$ cat src/rtl/core/history_record_deframer_defines.svh
// -----------------------------------------------------------------------------
// History record deframer assertion macros
// Concurrent check wrappers; empty when SYNTHESIS is defined.
// -----------------------------------------------------------------------------
`ifndef HISTORY_RECORD_DEFRAMER_DEFINES_SVH
`define HISTORY_RECORD_DEFRAMER_DEFINES_SVH

`ifndef SYNTHESIS
`define HRD_ASSERT(lbl, expr, msg) \
	lbl: assert property (@(posedge clk) disable iff (!arst_n) (expr)) else $error(msg);
`define HRD_ASSERT_NEXT(lbl, ante, cons, msg) \
	lbl: assert property (@(posedge clk) disable iff (!arst_n) (ante) |=> (cons)) \
		else $error(msg);
`else
`define HRD_ASSERT(lbl, expr, msg)
`define HRD_ASSERT_NEXT(lbl, ante, cons, msg)
`endif

`endif

$ cat src/rtl/core/hrd_pkg.sv
// -----------------------------------------------------------------------------
// History record deframer package
// Beat types, classification record and format constants.
// -----------------------------------------------------------------------------
package hrd_pkg;

	localparam int MAX_TURNS_DEF   = 8;
	localparam int TEXT_MAX_DEF    = 1024;
	localparam int MAX_BYTES_DEF   = 16384;
	localparam int QUEUE_DEPTH_DEF = 4;

	localparam int POS_W = 15;
	localparam logic [POS_W-1:0] POS_TOP = '1;
	localparam logic [2:0] PERSONA_MAX = 3'd4;
	localparam int HDR_LEN = 8;

	localparam logic [7:0] MAGIC [4] = '{8'h53, 8'h4D, 8'h48, 8'h31};

	typedef struct packed {
		logic [7:0] in_byte;
		logic       in_last;
	} in_item_t;

	typedef struct packed {
		logic [7:0] text_byte;
		logic       text_valid;
		logic [2:0] text_turn;
		logic       text_role;
		logic       text_end;
		logic       msg_done;
		logic       msg_status;
		logic [3:0] turn_count;
	} out_item_t;

	typedef struct packed {
		logic [7:0] in_byte;
		logic       in_last;
		logic       is_zero;
		logic       turns_bad;
		logic [3:0] magic_hit;
	} cls_t;

endpackage

$ cat src/rtl/core/hrd_front.sv
// -----------------------------------------------------------------------------
// History record deframer front end
// Accepts input beats, classifies each byte and pushes it into the queue.
// -----------------------------------------------------------------------------
module hrd_front import hrd_pkg::*; #(
	parameter int MAX_TURNS = MAX_TURNS_DEF
) (
	input  logic     item_valid,
	output logic     item_stall,
	input  in_item_t item,
	input  logic     q_full,
	output logic     q_push,
	output cls_t     q_data
);

	assign item_stall = q_full;
	assign q_push     = item_valid && !q_full;

	always_comb begin
		q_data.in_byte   = item.in_byte;
		q_data.in_last   = item.in_last;
		q_data.is_zero   = (item.in_byte == 8'd0);
		q_data.turns_bad = ({1'b0, item.in_byte} > 9'(MAX_TURNS));
		for (int i = 0; i < 4; i++) begin
			q_data.magic_hit[i] = (item.in_byte == MAGIC[i]);
		end
	end

endmodule

$ cat src/rtl/core/hrd_fifo.sv
// -----------------------------------------------------------------------------
// History record deframer queue
// Short first-in first-out buffer between front end and parser.
// -----------------------------------------------------------------------------
`include "history_record_deframer_defines.svh"

module hrd_fifo import hrd_pkg::*; #(
	parameter int DEPTH = QUEUE_DEPTH_DEF
) (
	input  logic clk,
	input  logic arst_n,
	input  logic push,
	input  cls_t push_data,
	output logic full,
	input  logic pop,
	output logic not_empty,
	output cls_t pop_data
);

	localparam int AW = (DEPTH > 1) ? $clog2(DEPTH) : 1;

	cls_t            mem_q [DEPTH];
	logic [AW-1:0]   wr_ptr_q;
	logic [AW-1:0]   rd_ptr_q;
	logic [AW:0]     cnt_q;

	assign full      = (cnt_q == (AW+1)'(DEPTH));
	assign not_empty = (cnt_q != '0);
	assign pop_data  = mem_q[rd_ptr_q];

	always_ff @(posedge clk) begin
		if (push) begin
			mem_q[wr_ptr_q] <= push_data;
		end
	end

	always_ff @(posedge clk or negedge arst_n) begin
		if (!arst_n) begin
			wr_ptr_q <= '0;
			rd_ptr_q <= '0;
			cnt_q    <= '0;
		end else begin
			if (push) begin
				wr_ptr_q <= (wr_ptr_q == AW'(DEPTH - 1)) ? '0 : wr_ptr_q + 1'b1;
			end
			if (pop) begin
				rd_ptr_q <= (rd_ptr_q == AW'(DEPTH - 1)) ? '0 : rd_ptr_q + 1'b1;
			end
			unique case ({push, pop})
				2'b10:   cnt_q <= cnt_q + 1'b1;
				2'b01:   cnt_q <= cnt_q - 1'b1;
				default: cnt_q <= cnt_q;
			endcase
		end
	end

	`HRD_ASSERT(a_no_overflow, !(push && full), "push into full queue")
	`HRD_ASSERT(a_no_underflow, !(pop && !not_empty), "pop from empty queue")
	`HRD_ASSERT(a_cnt_range, cnt_q <= (AW+1)'(DEPTH), "queue count out of range")
	`HRD_ASSERT_NEXT(a_push_fills, push && !pop, not_empty, "queue empty after push")

endmodule

$ cat src/rtl/core/hrd_back.sv
// -----------------------------------------------------------------------------
// History record deframer parser
// Walks header, lengths and texts per byte and holds the result register.
// -----------------------------------------------------------------------------
`include "history_record_deframer_defines.svh"

module hrd_back import hrd_pkg::*; #(
	parameter int TEXT_MAX  = TEXT_MAX_DEF,
	parameter int MAX_BYTES = MAX_BYTES_DEF
) (
	input  logic      clk,
	input  logic      arst_n,
	input  logic      persona_we,
	input  logic [2:0] persona_wdata,
	input  logic      q_valid,
	input  cls_t      q_data,
	output logic      q_pop,
	output logic      result_valid,
	input  logic      result_stall,
	output out_item_t result
);

	typedef enum logic [2:0] {
		PH_HEADER,
		PH_LEN_HI,
		PH_LEN_LO,
		PH_TEXT,
		PH_TAIL
	} phase_t;

	logic [2:0]       persona_q;
	logic [POS_W-1:0] pos_q, pos_n;
	logic             err_q, err_n;
	phase_t           phase_q, phase_n;
	logic [7:0]       hdr_turns_q, hdr_turns_n;
	logic [7:0]       cur_turn_q, cur_turn_n;
	logic             cur_role_q, cur_role_n;
	logic [7:0]       len_high_q, len_high_n;
	logic [15:0]      remaining_q, remaining_n;
	logic [15:0]      text_len;
	logic [15:0]      rem_dec;
	logic             bad;
	logic             take;
	logic             result_valid_q;
	out_item_t        result_q, res_n;

	assign take         = q_valid && (!result_valid_q || !result_stall);
	assign q_pop        = take;
	assign result_valid = result_valid_q;
	assign result       = result_q;
	assign text_len     = {len_high_q, q_data.in_byte};
	assign rem_dec      = remaining_q - 16'd1;

	always_comb begin
		pos_n       = pos_q;
		err_n       = err_q;
		phase_n     = phase_q;
		hdr_turns_n = hdr_turns_q;
		cur_turn_n  = cur_turn_q;
		cur_role_n  = cur_role_q;
		len_high_n  = len_high_q;
		remaining_n = remaining_q;
		res_n       = '0;
		bad         = 1'b0;

		if (!err_q) begin
			priority if (pos_q >= POS_W'(MAX_BYTES)) begin
				err_n = 1'b1;
			end else begin
				unique case (phase_q)
					PH_HEADER: begin
						priority if (pos_q < POS_W'(4)) begin
							if (!q_data.magic_hit[pos_q[1:0]]) err_n = 1'b1;
						end else if (pos_q == POS_W'(4)) begin
							if (q_data.turns_bad) err_n = 1'b1;
							hdr_turns_n = q_data.in_byte;
						end else if (pos_q == POS_W'(5)) begin
							if (persona_q > PERSONA_MAX ||
							    q_data.in_byte != {5'd0, persona_q}) err_n = 1'b1;
						end else begin
							if (!q_data.is_zero) begin
								err_n = 1'b1;
							end else if (pos_q == POS_W'(HDR_LEN - 1)) begin
								cur_turn_n = '0;
								cur_role_n = 1'b0;
								phase_n    = (hdr_turns_q == 8'd0) ? PH_TAIL : PH_LEN_HI;
							end
						end
					end
					PH_LEN_HI: begin
						len_high_n = q_data.in_byte;
						phase_n    = PH_LEN_LO;
					end
					PH_LEN_LO: begin
						if (text_len == 16'd0 || {1'b0, text_len} > 17'(TEXT_MAX)) begin
							err_n = 1'b1;
						end else begin
							remaining_n = text_len;
							phase_n     = PH_TEXT;
						end
					end
					PH_TEXT: begin
						if (q_data.is_zero || remaining_q == 16'd0) begin
							err_n = 1'b1;
						end else begin
							res_n.text_byte  = q_data.in_byte;
							res_n.text_valid = 1'b1;
							res_n.text_turn  = cur_turn_q[2:0];
							res_n.text_role  = cur_role_q;
							remaining_n      = rem_dec;
							if (rem_dec == 16'd0) begin
								res_n.text_end = 1'b1;
								if (!cur_role_q) begin
									cur_role_n = 1'b1;
									phase_n    = PH_LEN_HI;
								end else begin
									cur_role_n = 1'b0;
									cur_turn_n = cur_turn_q + 8'd1;
									phase_n    = (cur_turn_n >= hdr_turns_q) ? PH_TAIL
									                                         : PH_LEN_HI;
								end
							end
						end
					end
					PH_TAIL: err_n = 1'b1;
					default: err_n = 1'b1;
				endcase
			end
		end

		if (pos_q != POS_TOP) pos_n = pos_q + 1'b1;

		if (q_data.in_last) begin
			bad              = err_n || (phase_n != PH_TAIL);
			res_n.msg_done   = 1'b1;
			res_n.msg_status = bad;
			res_n.turn_count = bad ? 4'd0 : hdr_turns_n[3:0];
			pos_n       = '0;
			err_n       = 1'b0;
			phase_n     = PH_HEADER;
			hdr_turns_n = '0;
			cur_turn_n  = '0;
			cur_role_n  = 1'b0;
			len_high_n  = '0;
			remaining_n = '0;
		end
	end

	always_ff @(posedge clk or negedge arst_n) begin
		if (!arst_n) begin
			persona_q      <= '0;
			pos_q          <= '0;
			err_q          <= 1'b0;
			phase_q        <= PH_HEADER;
			hdr_turns_q    <= '0;
			cur_turn_q     <= '0;
			cur_role_q     <= 1'b0;
			len_high_q     <= '0;
			remaining_q    <= '0;
			result_valid_q <= 1'b0;
		end else begin
			if (persona_we) persona_q <= persona_wdata;
			if (take) begin
				pos_q          <= pos_n;
				err_q          <= err_n;
				phase_q        <= phase_n;
				hdr_turns_q    <= hdr_turns_n;
				cur_turn_q     <= cur_turn_n;
				cur_role_q     <= cur_role_n;
				len_high_q     <= len_high_n;
				remaining_q    <= remaining_n;
				result_valid_q <= 1'b1;
			end else if (!result_stall) begin
				result_valid_q <= 1'b0;
			end
		end
	end

	always_ff @(posedge clk) begin
		if (take) result_q <= res_n;
	end

	`HRD_ASSERT(a_end_has_text, !(result_valid_q && result_q.text_end &&
		!result_q.text_valid), "text end without text byte")
	`HRD_ASSERT(a_count_ok_only, !(result_valid_q && result_q.turn_count != 4'd0 &&
		(!result_q.msg_done || result_q.msg_status)), "turn count without ok status")
	`HRD_ASSERT_NEXT(a_err_sticky, take && err_q && !q_data.in_last, err_q,
		"error cleared inside message")
	`HRD_ASSERT_NEXT(a_last_restarts, take && q_data.in_last,
		pos_q == '0 && phase_q == PH_HEADER && !err_q, "parser not restarted after last beat")

endmodule

$ cat src/rtl/core/history_record_deframer.sv
// -----------------------------------------------------------------------------
// History record deframer
// Checks a framed chat history message and streams out its text bytes.
// -----------------------------------------------------------------------------
// One beat in, one result beat out, at one byte per clock while result_stall is
// low. The input beat is classified and written into a four-entry queue; the
// parser takes one queued beat per cycle into its result register when
// result_stall allows, so a result passes the queue and then that register.
// item_stall rises only when the queue is full, which happens when result_stall
// holds off the result register. Text passed out for a message whose final beat
// reports malformed must be thrown away by the consumer. persona_we writes the
// persona; the user must use it only while the block is idle (unchecked).
// -----------------------------------------------------------------------------
module history_record_deframer import hrd_pkg::*; #(
	parameter int MAX_TURNS   = MAX_TURNS_DEF,
	parameter int TEXT_MAX    = TEXT_MAX_DEF,
	parameter int MAX_BYTES   = MAX_BYTES_DEF,
	parameter int QUEUE_DEPTH = QUEUE_DEPTH_DEF
) (
	input  logic       clk,
	input  logic       arst_n,
	input  logic       persona_we,
	input  logic [2:0] persona_wdata,
	input  logic       item_valid,
	output logic       item_stall,
	input  in_item_t   item,
	output logic       result_valid,
	input  logic       result_stall,
	output out_item_t  result
);

	logic q_push;
	logic q_full;
	logic q_pop;
	logic q_not_empty;
	cls_t q_wdata;
	cls_t q_rdata;

	hrd_front #(
		.MAX_TURNS (MAX_TURNS)
	) u_front (
		.item_valid (item_valid),
		.item_stall (item_stall),
		.item       (item),
		.q_full     (q_full),
		.q_push     (q_push),
		.q_data     (q_wdata)
	);

	hrd_fifo #(
		.DEPTH (QUEUE_DEPTH)
	) u_fifo (
		.clk       (clk),
		.arst_n    (arst_n),
		.push      (q_push),
		.push_data (q_wdata),
		.full      (q_full),
		.pop       (q_pop),
		.not_empty (q_not_empty),
		.pop_data  (q_rdata)
	);

	hrd_back #(
		.TEXT_MAX  (TEXT_MAX),
		.MAX_BYTES (MAX_BYTES)
	) u_back (
		.clk           (clk),
		.arst_n        (arst_n),
		.persona_we    (persona_we),
		.persona_wdata (persona_wdata),
		.q_valid       (q_not_empty),
		.q_data        (q_rdata),
		.q_pop         (q_pop),
		.result_valid  (result_valid),
		.result_stall  (result_stall),
		.result        (result)
	);

endmodule
$ cat config.mk
export PLATFORM = sky130hd
export DESIGN_NAME = history_record_deframer
export DESIGN_NICKNAME = d
export VERILOG_FILES = /design/src/rtl/core/hrd_pkg.sv /design/src/rtl/core/hrd_front.sv /design/src/rtl/core/hrd_fifo.sv /design/src/rtl/core/hrd_back.sv /design/src/rtl/core/history_record_deframer.sv
export VERILOG_INCLUDE_DIRS = /design/src /design/src/rtl/core
export SDC_FILE = /design/constraint.sdc
export NUM_CORES = 1
export LEC_CHECK = 0
export BUFFER_PORTS_ARGS = -buffer_cell sky130_fd_sc_hd__buf_2
export CAP_MARGIN = 25
export CORE_MARGIN = 4
export CORE_UTILIZATION = 35
export DETAILED_ROUTE_END_ITERATION = 10
export GPL_ROUTABILITY_DRIVEN = 0
export HOLD_SLACK_MARGIN = 0.1
export SYNTH_ARGS = -nofsm -noshare
export SYNTH_HDL_FRONTEND = slang
export SYNTH_SLANG_ARGS = --single-unit
$ cat constraint.sdc
create_clock -name clk -period 3.44 [get_ports clk]
set_input_delay 0.688 -clock clk [delete_from_list [all_inputs] [get_ports clk]]
set_output_delay 0.688 -clock clk [all_outputs]
set_load 0.005 [all_outputs]
# Yosys cells after proc, flatten, opt, wreduce, memory -nomap -nowiden
# Memory sizes are Yosys's and may differ from the RTL's.
# Index checks and enable logic that the tools add are counted.
# Widths: inputs -> output; s select.
totals:
  register_bits: 91
  ramBits: 60
  input_bits: 17
  output_inout_bits: 22
  mem_count: 1
op_classes:
  add_sub_neg: 7
  n_lt_le_gt_ge: 7
  eq_ne: 31
  mux: 83
  bitwise: 2
  n_reduce_logical: 33
memory_table:
  columns: ["memory", "depth", "width", "rd", "rd_ports_with_merged_regs", "wr", "line", "text"]
  rows:
  - ["u_fifo.mem_q", 4, 15, 1, 0, 1, "hrd_fifo.sv:22", "cls_t mem_q [DEPTH];"]
ops:
  columns: ["operator", "count"]
  rows:
  - ["$mux 8", 21]
  - ["$mux 16", 5]
  - ["$logic_not 16->1", 3]
  - ["$eq 15x3->1 const B", 3]
  - ["$mux 3", 14]
  - ["$pmux 16 s2", 1]
  - ["$mux 15", 2]
  - ["$mux 1", 29]
  - ["$eq 8x7->1 const B", 3]
  - ["$ne 3x3->1 const B", 6]
  - ["$gt 16x11->1 const B", 1]
  - ["$logic_not 8->1", 2]
  - ["$pmux 8 s2", 1]
  - ["$sub 16x1->16 const B", 1]
  - ["$add 15x1->15 const B", 1]
  - ["$ge 15x15->1 const B", 1]
  - ["$lt 15x3->1 const B", 1]
  - ["$ne 15x15->1 const B", 1]
  - ["$mux 6", 2]
  - ["$ne 3x2->1 const B", 4]
  - ["$pmux 3 s4", 1]
  - ["$reduce_and 12->1", 1]
  - ["$reduce_and 6->1", 2]
  - ["$reduce_and 11->1", 1]
  - ["35 further kinds", 56]

# Depth between registers and ports, before layout
# Gate-level depths: netlist of the first run.
depth:
  word_depth: 14
  mapped_depth: 13
  depth_no_buf: 12

# By module
# Synthesis of the first run repeated with hierarchy kept, for this count alone.
hier_totals:
  hier_cells: 652
  area_unflattened_um2: 7689.9
modules_own_cells:
  columns: ["module", "n_inst", "cells_per_inst", "area_each_um2", "seq_area_each_um2"]
  rows:
  - ["hrd_back", 1, 513, 4898.4, 2202.1]
  - ["hrd_fifo", 1, 114, 2615.0, 1976.9]
  - ["hrd_front", 1, 25, 176.4, 0.0]

# Worst setup path before layout of the first run
# No wires, ideal clock.
synth_path:
  path_kind: "input to register"
  start: "input port result_stall"
  end: "register u_back.pos_q[12]"
  setup_ps: 132
  arrival_time_ps: 2888
  path_slack_ps: 420
  cell_stages: 8
  path_buffers: 1
  path_cell_list: "a21o_1 > inv_1 > clkbuf_1 > o21ai_1 > nor4_1 > nand3_1 > xor2_1 > nor2_1"
synth_between:
  elab_chain_len: 4
synth_rtl:
  columns: ["element", "line", "text"]
  rows:
  - ["start: declaration", "history_record_deframer.sv:28", "input logic result_stall,"]
  - ["$logic_not 1->1", "hrd_back.sv:47", "assign take = q_valid && (!result_valid_q || !result_stall);"]
  - ["$logic_or 1x1->1", "hrd_back.sv:47", null]
  - ["$logic_and 1x1->1", "hrd_back.sv:47", null]
  - ["via q_pop", "history_record_deframer.sv:34", "logic q_pop;"]
  - ["$reduce_and 2->1 (no line)", null, null]
  - ["end signal: assignment", "hrd_back.sv:164", "pos_q <= pos_n;"]
  - ["end: declaration", "hrd_back.sv:32", "logic [POS_W-1:0] pos_q, pos_n;"]
# The timed path passes the listed nets, and every way through them passes these cells.
# A chain may end at the register's enable or synchronous reset.

# Worst setup path after layout of the first run
layout_path:
  start: "register u_fifo.rd_ptr_q[0]"
  end: "register u_back.remaining_q[14]"
layout_between:
  elab_chain_len: 5
  word_cells_on_any_way: 12
  cone_classes: "order compare (1); eq/ne (4); mux (1); reduce/logical (5); memory (1)"
layout_rtl:
  columns: ["element", "line", "text"]
  rows:
  - ["start: declaration", "hrd_fifo.sv:24", "logic [AW-1:0] rd_ptr_q;"]
  - ["start signal: assignment", "hrd_fifo.sv:47", "rd_ptr_q <= (rd_ptr_q == AW'(DEPTH - 1)) ? '0 : rd_ptr_q + 1'b1;"]
  - ["$mem_v2 4x15 (*)", null, null]
  - ["$gt 16x11->1 or $logic_not 16->1 (tied branches)", "hrd_back.sv:95", "if (text_len == 16'd0 || {1'b0, text_len} > 17'(TEXT_MAX)) begin"]
  - ["$logic_or 1x1->1", "hrd_back.sv:95", null]
  - ["$ne 3x3->1 (no line)", null, null]
  - ["$reduce_and 6->1 (no line)", null, null]
  - ["end signal: assignment", "hrd_back.sv:171", "remaining_q <= remaining_n;"]
  - ["end: declaration", "hrd_back.sv:39", "logic [15:0] remaining_q, remaining_n;"]
# Every way passes the cells marked *; elsewhere a longest branch is shown, timed or not.

==> results of run 1 <==
[placed cells by master, fill, tap and decap left out, types with 19 or more instances in the layout]
cell type	synthesis	routed
nand2_1	58	58
dfrtp_1	71	71
ha_1	19	19
o21ai_0	22	22
edfxtp_1	80	80
inv_1	32	32
and2_1	20	20
o21ai_1	25	25
buf_2	8	37
nand3_1	29	29
a21oi_1	22	22
nor2_1	53	53
[power groups by stage]
stage | Clock (uW) | Sequential (uW) | Combinational (uW)
after detailed placement | 0 | 2850 | 2960
after floorplan | 0 | 2610 | 2290
after global placement | 0 | 2850 | 2940
after CTS | 1930 | 2820 | 2980
final | 1890 | 2820 | 2970
after global routing | 2020 | 2880 | 3300
[routing by layer]
| metal | routed length (microns) | vias to the layer above |
|---|---|---|
| met5 | 0 | - |
| met4 | 227 | 0 |
| met3 | 875 | 18 |
| met2 | 8600 | 134 |
| met1 | 8640 | 2736 |
| li1 | - | 2664 |
[registers in the layout, indices dropped and copies added, names as in the netlist, 8 cells and up]
signal              cells
u_back.result          20
u_back.remaining_q     16
u_back.hdr_turns_q      8
u_back.cur_turn_q       8
u_back.len_high_q       8
u_fifo.mem_q           60
u_back.pos_q           15
[area by class of cell]
| class | count | area share |
|---|---|---|
| multi-input combinational | 479 | 0.381 |
| clock buffer | 17 | 0.0469 |
| clock inverter | 15 | 0.0219 |
| timing repair buffer | 56 | 0.0383 |
| inverter | 32 | 0.0132 |
| sequential | 151 | 0.460 |
| tap | 280 | 0.0386 |
[cell usage after synthesis (all sizes together) (3+ instances only)]
| library cell | number | area, sq um |
|---|---|---|
| a211oi | 3 | 27.5 |
| a21o | 6 | 45.0 |
| a21oi | 22 | 110 |
| a22o | 9 | 78.8 |
| a22oi | 3 | 22.5 |
| a31oi | 12 | 75.1 |
| and2 | 21 | 131 |
| and3 | 15 | 93.8 |
| and4 | 3 | 26.3 |
| buf | 14 | 88.8 |
| clkbuf | 21 | 78.8 |
| dfrtp | 71 | 1780 |
| edfxtp | 80 | 2400 |
| ha | 19 | 238 |
| inv | 32 | 120 |
| mux2 | 6 | 71.3 |
| mux2i | 10 | 100 |
| mux4 | 15 | 338 |
| nand2 | 58 | 218 |
| nand2b | 8 | 50.1 |
| nand3 | 29 | 145 |
| nand4 | 6 | 37.5 |
| nor2 | 53 | 199 |
| nor3 | 22 | 140 |
| nor3b | 3 | 22.5 |
| nor4 | 19 | 195 |
| nor4b | 3 | 47.5 |
| o211a | 3 | 30.0 |
| o211ai | 7 | 71.3 |
| o21a | 5 | 37.5 |
| o21ai | 48 | 252 |
| o41ai | 4 | 65.1 |
| or2 | 3 | 18.8 |
| or3 | 7 | 45.1 |
| or4 | 5 | 48.8 |
| xnor2 | 14 | 123 |
| xor2 | 11 | 96.3 |
[worst max-delay path, cell delays in order (launching register included)]
cell and delay (ps):
dfrtp_1 660, buf_4 270, mux4_2 630, nor3_1 250, and4_1 240, o21ai_1 80, a21o_1 200, nand2b_1 370
o211ai_1 270
[worst max-delay path by stage]
stage                     depth (start not counted)  slack, ps                     end             startpoint
after detailed placement                          8        340  u_back.remaining_q[14]     u_fifo.rd_ptr_q[0]
after global routing                              8        110   u_back.remaining_q[6]     u_fifo.rd_ptr_q[0]
after global placement                            8        400       u_back.cur_role_q  u_back.remaining_q[1]
after CTS                                         8        350  u_back.remaining_q[14]     u_fifo.rd_ptr_q[0]
after floorplan                                   8        420        u_back.pos_q[12]           result_stall
final                                             8        380  u_back.remaining_q[14]     u_fifo.rd_ptr_q[0]
[logic make-up (layout without fill, tap and decap cells)]
family | count (synthesis) | after routing | share of synthesized area
flip-flops | 151 | 151 | 0.528
AND/OR/NAND/NOR | 268 | 268 | 0.194
XOR/XNOR | 25 | 25 | 0.0277
adder cells (fa/ha/maj) | 20 | 20 | 0.0326
AO/OA/AOI/OAI | 135 | 135 | 0.117
multiplexers | 31 | 31 | 0.0643
buffers and inverters | 67 | 120 | 0.0364
[through the flow]
stage                     utilization  power [uW]
after floorplan                     -        4910
after global placement          0.382        5790
after detailed placement        0.382        5810
after CTS                       0.411        7720
after global routing            0.412        8190
final                           0.412        7670
==> impl_metrics.csv, run 1 <==
group,metric,value,unit
power,p_per_area,846,nW/um^2
global_routing,met3_usage,0.0372,
placed_design,port_buffers,38,
clock_network,post_cts_buffers,0,
layout,syn2layout_area_growth,14.7,%
clock_network,post_cts_resized,0,
timing,whs,113,ps
run_status,status,"complete, no violations",
clock_network,cts_buffers,17,
yosys,synth_warnings,0,
global_routing,antenna_found_initial,0,
yosys,synth.avg_cell_area,11.4,sq um
worst_setup_path,end_kind,"flop",
timing,fin_crit_sh,0.890,
power,seq_power_share,0.367,
timing,period_minus_slack,3060,ps
timing,fmax,327,MHz
timing,relSlewSlack,0.461,
routing,via_count,5552,
timing,finalHoldViolations,0,
power,power.switching,3120,uW
routing,drt_iter0_markers,393,
placed_design,placed_area,8420,sq um
clock_network,cts_tree,"done",
global_routing,grt.overflow.total,0,
layout,final_area,9080,sq um
clock_network,h-tree-depth,4,
global_routing,grt.met1_usage,0.216,
worst_setup_path,r2r_setup_slack,380,ps
layout,fill_cells,2107,
floorplanning,dieArea,25100,sq um
floorplanning,die_w,158,microns
clock_network,insertion_delay,430,ps
timing,finalClockSkew,13.2,ps
routing,routed_wl,18.3,mm
job,maxCapViolCount,0,
worst_setup_path,startpoint_type,"flop",
worst_setup_path,cp_max_fo,13,
clock_network,cts_hold_buf,0,
global_routing,grt_pass1_vias,5521,
yosys,yosysUniqueCellTypes,75,
floorplanning,rows,54,
power,peakVddDrop,0.000406,V
power,switching_share,0.406,
placed_design,place_ws,336,ps
yosys,synth_edf_count,80,
yosys,ys.flop_type,"edfxtp_1",
floorplanning,core,22000,sq um
layout,regArea,4180,sq um
yosys,syn_nets,734,
floorplanning,die_height,158,microns
worst_setup_path,rr_worst_depth,8,
global_routing,grt_max_degree,72,
yosys,synthArstFlopShare,0.470,
worst_setup_path,path_class,"reg -> reg",
global_routing,use_met2,0.240,
layout,multiInputGateArea,3450,sq um
routing,avgViaCountPerCell,5.39,
worst_setup_path,critPathRequiredTime,3780,ps
timing,rsz0062_at_grt,"no",
global_routing,grt_pass1_wl,30.1,mm
layout,final_nets,774,
routing,drt_pass1_iterations,5,
floorplanning,start_util,0.359,
routing,ant_nets,0,
power,p_leak,0.00358,uW
power,p_int,4560,uW
clock_network,cts-root-buf,"clkbuf_16",
power,p_comb_frac,0.387,
timing,fin_ws,380,ps
placed_design,placed_cells,997,
clock_network,clock_sinks,151,
worst_setup_path,crit_arrival,3400,ps
worst_setup_path,rr_startpoint,"u_fifo.rd_ptr_q[0]",
global_routing,grtUsageTotal,0.154,
routing,wire_per_inst,17.8,microns
power,p_clk_frac,0.246,
timing,drv_slew,0,
clock_network,cts_buffer_depth,2,
layout,layout-drive-gt1-share,0.192,
clock_network,clk_pin_slew,70,ps
timing,fin_setup_tns,0,ps
timing,worstMarginPinSlew,808,ps
routing,remaining_drc_errors,0,
floorplanning,ioPinCount,39,
worst_setup_path,reg2reg_to,"u_back.remaining_q[14]",
timing,setup_violations,0,
layout,finalNonFillerCells,1030,
yosys,ys_ff_latch,151,
worst_hold_path,hp-class,"in -> async",
placed_design,dp_hpwl,13.0,mm
yosys,synth_seq_area_share,0.528,
yosys,synth_area,7920,sq um
yosys,syn_inst,697,
layout,antennaDiodeCount,0,
global_routing,top_usage_layer,"met2",
(Power assumes the default switching activity.)
==> run 2, diff against run 1 <==
Settings changed: ABC_AREA set to 1.
==> run 2 against run 1 <==
Via count up 13%. Total power up 4.2%. Non-clock buffer count down 3. Core utilization down 0.59 points. Worst setup slack better by 140 ps. Die area up 1.9%. Highest routed layer unchanged.
==> impl_metrics.csv, run 2 <==
group,metric,value,unit
layout,final_nets,1000,
power,peakVddDrop,0.000482,V
yosys,synth_area,8080,sq um
floorplanning,die_height,160,microns
layout,regArea,4180,sq um
clock_network,cts-root-buf,"clkbuf_16",
power,p_per_area,869,nW/um^2
yosys,synth_warnings,0,
clock_network,clock_sinks,151,
yosys,synthArstFlopShare,0.470,
timing,worstMarginPinSlew,729,ps
worst_hold_path,worstHoldEndpoint,"u_fifo.mem_q[3][6]",
routing,remaining_drc_errors,0,
routing,wire_per_inst,15.2,microns
timing,fin_ws,520,ps
worst_setup_path,r2r_setup_slack,520,ps
worst_setup_path,startpoint_type,"flop",
layout,final_common_cell,"nand2_1",
worst_setup_path,crit_arrival,3210,ps
timing,fin_setup_tns,0,ps
worst_hold_path,hp-class,"in -> reg",
worst_setup_path,reg2reg_to,"u_back.result[3]",
global_routing,grt_max_degree,72,
worst_hold_path,min_path_cells,1,
placed_design,dp_hpwl,13.6,mm
yosys,synth_xor_area_frac,0.0249,
timing,setup_violations,0,
yosys,synth_top_area_share,0.297,
global_routing,grt_pass1_wl,31.9,mm
power,p_total,7990,uW
floorplanning,die_w,160,microns
routing,drt_iter0_markers,524,
yosys,yosysMostFrequentCell,"nand2_1",
yosys,synth_mux_area_frac,0.00418,
layout,antennaDiodeCount,0,
yosys,synth_top_family_by_area,"simple AND/OR/NAND/NOR gates",
yosys,synth_compound_area_frac,0.101,
placed_design,place_ws,558,ps
power,p_leak,0.00392,uW
routing,ant_nets,0,
job,maxCapViolCount,0,
yosys,syn_inst,912,
layout,final_cell_mix,"nand2_1 (200), nor2_1 (123), inv_1 (93), edfxtp_1 (80), dfrtp_1 (71)",
timing,rsz0062_at_grt,"no",
global_routing,grtUsageTotal,0.155,
floorplanning,start_util,0.357,
global_routing,antenna_found_initial,0,
clock_network,h-tree-depth,4,
yosys,ys_top_cells_by_area,"edfxtp_1 (30%), dfrtp_1 (22%), nand2_1 (9.3%), nor2_1 (5.7%), nand3_1 (4.3%)",
timing,fin_crit_sh,0.849,
yosys,synth_simple_gate_area_frac,0.254,
timing,finalClockSkew,10.6,ps
floorplanning,core,22600,sq um
timing,fmax,342,MHz
timing,drv_slew,0,
routing,via_count,6293,
layout,layout-drive-gt1-share,0.161,
clock_network,clk_pin_slew,70,ps
timing,relSlewSlack,0.510,
global_routing,grt.overflow.total,0,
clock_network,cts_buffers,17,
layout,syn2layout_area_growth,13.8,%
yosys,synth_edf_count,80,
yosys,synth.avg_cell_area,8.86,sq um
clock_network,cts_buffer_depth,2,
worst_setup_path,rr_worst_depth,15,
yosys,yosysUniqueCellTypes,45,
routing,drt_pass1_iterations,6,
worst_setup_path,critPathRequiredTime,3730,ps
clock_network,insertion_delay,440,ps
timing,period_minus_slack,2920,ps
placed_design,port_buffers,38,
yosys,yosysTopAreaCell,"edfxtp_1",
layout,multiInputGateArea,3360,sq um
yosys,synth_seq_area_share,0.517,
worst_setup_path,rr_startpoint,"u_back.cur_turn_q[2]",
yosys,ys.flop_type,"edfxtp_1",
floorplanning,rows,55,
layout,largest_register,"u_fifo.mem_q",
yosys,syn_nets,949,
yosys,synthTopCellsByCount,"nand2_1 (200), nor2_1 (123), inv_1 (93), edfxtp_1 (80), dfrtp_1 (71)",
floorplanning,ioPinCount,39,
floorplanning,dieArea,25600,sq um
yosys,ys_ff_latch,151,
layout,largest_reg_flops,60,
layout,fill_cells,2253,
clock_network,cts_tree,"done",
run_status,status,"complete, no violations",
clock_network,post_cts_resized,0,
timing,finalHoldViolations,0,
layout,fin_util,0.406,
worst_hold_path,hp-start,"item[0]",
worst_setup_path,end_kind,"flop",
worst_setup_path,cp_max_fo,4,
routing,avgViaCountPerCell,4.99,
routing,routed_wl,19.2,mm
yosys,synth-adder-area-share,0.0319,
worst_setup_path,path_class,"reg -> reg",
global_routing,grt_pass1_vias,6163,
## run 2: cell types whose count changed after synthesis, sizes merged, moves of 20 or more
cell and delta:
and2 -20, inv +71, nand2 +163, nand3 +42, nor2 +77, o21ai +22
## run 2: where the power goes
| part | leakage (uW) | internal, uW | switching, uW |
|---|---|---|---|
| Clock | 0.000276 | 967 | 865 |
| Sequential | 0.00170 | 2370 | 254 |
| Combinational | 0.00195 | 1070 | 2460 |
## run 2: kinds of logic (layout without fill, tap and decap cells)
kind of cell / after synthesis / count (layout)
AO/OA/AOI/OAI: 125 / 125
XOR/XNOR: 23 / 23
adder cells (fa/ha/maj): 20 / 20
buffers and inverters: 124 / 188
flip-flops: 151 / 151
multiplexers: 3 / 3
AND/OR/NAND/NOR: 466 / 466
## run 2: through the flow
step / cell area [sq um] / hold WS, ps / cells
3_5_place_dp: 8570 / 477 / 1226
5_1_grt: 9200 / 451 / 1261
6_report: 9200 / 462 / 1261
3_3_place_gp: 8570 / 472 / 1226
2_1_floorplan: 8080 / 392 / 912
4_1_cts: 9150 / 440 / 1258
## run 2: final cells by class
cell class                 count  area share
inverter                     103      0.0423
tap                          285      0.0388
multi-input combinational    637       0.366
clock inverter                15      0.0171
clock buffer                  17      0.0463
timing repair buffer          53      0.0354
sequential                   151       0.454
## run 2: worst max path at each step
stage / start / to / depth (start not counted)
floorplan: result_stall / u_fifo.cnt_q[2] / 10
global placement: u_back.cur_turn_q[2] / u_back.result[2] / 15
detailed placement: u_back.cur_turn_q[2] / u_back.result[0] / 15
CTS: u_back.cur_turn_q[2] / u_back.result[3] / 15
global route: u_back.cur_turn_q[2] / u_back.result[2] / 15
finish: u_back.cur_turn_q[2] / u_back.result[3] / 15
## run 2: layer usage
metal	wire length [microns]	GRT usage	vias to the layer above
met1	9100	0.214	2983
li1	-	-	3157
met2	8850	0.244	130
met3	996	0.0382	23
met4	264	0.0422	0
met5	0	0	-
## run 2: critical path: stages, from the launching register on
cell	delay, ps
dfrtp_1	420
inv_1	80
nor3_1	310
nand3_1	170
nand3b_1	210
xor2_1	150
inv_1	80
ha_1	290
nand2_1	70
nor2_1	140
nand4_1	110
o2111ai_1	140
nand4_1	140
nand2_1	130
nand3_1	200
nor2_1	140
## run 2: timing repair
action	in CTS	in global routing
hold endpoints to repair	0	7
hold buffers	0	1
buffers inserted	0	0
==> run 3, diff against run 2 <==
Clock period 3.44 ns to 3 ns, I/O delays scaled along.
==> run 3 against run 2 <==
Combinational power rose by 17%. First-iteration DRC count fell by 14%. Sequential share of layout area fell by 0.59 points. Global-route usage fell by 0.21 points. Sequential power rose by 15%. Core utilization rose by 0.54 points. Final cell count rose by 0.56%. Total power rose by 18%. Hold slack got worse by 330 ps. Register-to-register slack got worse by 170 ps. Clock skew fell by 1.2 ps. Largest cell class unchanged. Highest routed layer unchanged.
==> impl_metrics.csv, run 3 (same netlist as run 2, synthesis figures left out) <==
group,metric,value,unit
run_status,status,"complete, no violations",
timing,finalHoldViolations,0,
clock_network,cts-root-buf,"clkbuf_16",
routing,remaining_drc_errors,0,
layout,antennaDiodeCount,0,
worst_setup_path,path_class,"reg -> reg",
global_routing,use_met2,0.242,
timing,relSlewSlack,0.524,
layout,syn2layout_area_growth,15.3,%
timing,fin_crit_sh,0.882,
worst_setup_path,critPathRequiredTime,3290,ps
global_routing,grt.met1_usage,0.212,
routing,drt_iter0_markers,452,
global_routing,top_usage_layer,"met2",
layout,finalNonFillerCells,1268,
layout,final_nets,1007,
placed_design,dp_hpwl,13.7,mm
power,p_per_area,1020,nW/um^2
timing,whs,130,ps
floorplanning,core,22600,sq um
routing,wire_per_inst,15.0,microns
timing,setup_violations,0,
routing,drt_pass1_iterations,5,
clock_network,post_cts_buffers,0,
placed_design,placed_cells,1235,
layout,largest_reg_flops,60,
routing,avgViaCountPerCell,5.00,
power,p_leak,0.00401,uW
global_routing,grt_pass1_vias,6269,
clock_network,h-tree-depth,4,
worst_hold_path,hp-class,"in -> async",
global_routing,grt.overflow.total,0,
floorplanning,die_w,160,microns
clock_network,insertion_delay,430,ps
worst_setup_path,end_kind,"flop",
global_routing,antenna_found_initial,0,
power,peakVddDrop,0.000467,V
floorplanning,die_height,160,microns
power,p_total,9460,uW
floorplanning,start_util,0.357,
timing,worstMarginPinSlew,707,ps
global_routing,grt_max_degree,72,
global_routing,met3_usage,0.0307,
layout,final_cell_mix,"nand2_1 (200), nor2_1 (123), inv_1 (93), edfxtp_1 (80), dfrtp_1 (71)",
global_routing,grtUsageTotal,0.153,
global_routing,grt_pass1_wl,31.5,mm
timing,fin_ws,355,ps
routing,routed_wl,19.0,mm
clock_network,cts_hold_buf,0,
placed_design,place_ws,261,ps
placed_design,port_buffers,38,
clock_network,cts_buffers,17,
timing,finalClockSkew,9.49,ps
clock_network,clock_sinks,151,
layout,layout-drive-gt1-share,0.170,
floorplanning,ioPinCount,39,
routing,via_count,6346,
layout,largest_register,"u_fifo.mem_q",
timing,drv_slew,0,
worst_setup_path,crit_arrival,2940,ps
clock_network,cts_tree,"done",
worst_setup_path,startpoint_type,"flop",
timing,fin_setup_tns,0,ps
layout,final_common_cell,"nand2_1",
timing,rsz0062_at_grt,"no",
worst_setup_path,cp_max_fo,4,
floorplanning,dieArea,25600,sq um
routing,ant_nets,0,
floorplanning,rows,55,
timing,fmax,378,MHz
clock_network,cts_buffer_depth,2,
job,maxCapViolCount,0,
clock_network,clk_pin_slew,60,ps
timing,period_minus_slack,2650,ps
==> run 3: where the power goes <==
part           internal (uW)  switching (uW)  leakage, uW  total, uW
combinational           1310            2820      0.00199       4130
sequential              2720             292      0.00170       3020
clock                   1370             949     0.000315       2320
==> run 3: cell type report <==
type | instances | area [sq um]
clock buffer | 18 | 439
clock inverter | 14 | 204
fill | 2177 | 13300
inverter | 103 | 389
multi-input combinational | 637 | 3380
sequential | 151 | 4180
tap | 285 | 357
timing repair buffer | 60 | 370
==> run 3: metal layers <==
layer,up-vias,share of wire
met5,-,0
li1,3172,-
met3,32,0.049
met4,0,0.016
met1,2996,0.48
met2,146,0.46
==> run 3: final timing paths <==
| path | slack [ps] | cells past startpoint | to | startpoint |
|---|---|---|---|---|
| min | 130 | 1 | u_back.remaining_q[13] | arst_n |
| max reg2reg | 350 | 15 | u_back.result[1] | u_back.cur_turn_q[2] |
| max | 350 | 15 | u_back.result[1] | u_back.cur_turn_q[2] |
| min in group clk | 380 | 3 | u_back.persona_q[2] | persona_wdata[2] |
| max in group asynchronous | 2300 | 2 | u_back.hdr_turns_q[7] | arst_n |
| min reg2reg | 490 | 2 | u_back.hdr_turns_q[6] | u_back.hdr_turns_q[6] |
==> run 3: worst max-delay path: stages, from the launching register on <==
cell and delay, ps:
dfrtp_1 400, inv_1 100, nor3_4 210, nand3_1 120, nand3b_1 190, xor2_1 140
inv_1 70, ha_1 290, nand2_1 70, nor2_1 140, nand4_1 90, o2111ai_1 120
nand4_1 140, nand2_1 130, nand3_1 170, nor2_1 130
==> run 3: repair_timing <==
item,CTS,global route
gates resized for setup,0,3
endpoints found under the hold margin,0,0
endpoints found under the setup margin,0,5
==> run 3: stage by stage <==
stage | area (sq um) | util
after global placement | 8640 | 0.382
after CTS | 9280 | 0.410
final | 9320 | 0.412
after global routing | 9320 | 0.412
after detailed placement | 8640 | 0.382
after floorplan | 8080 | -
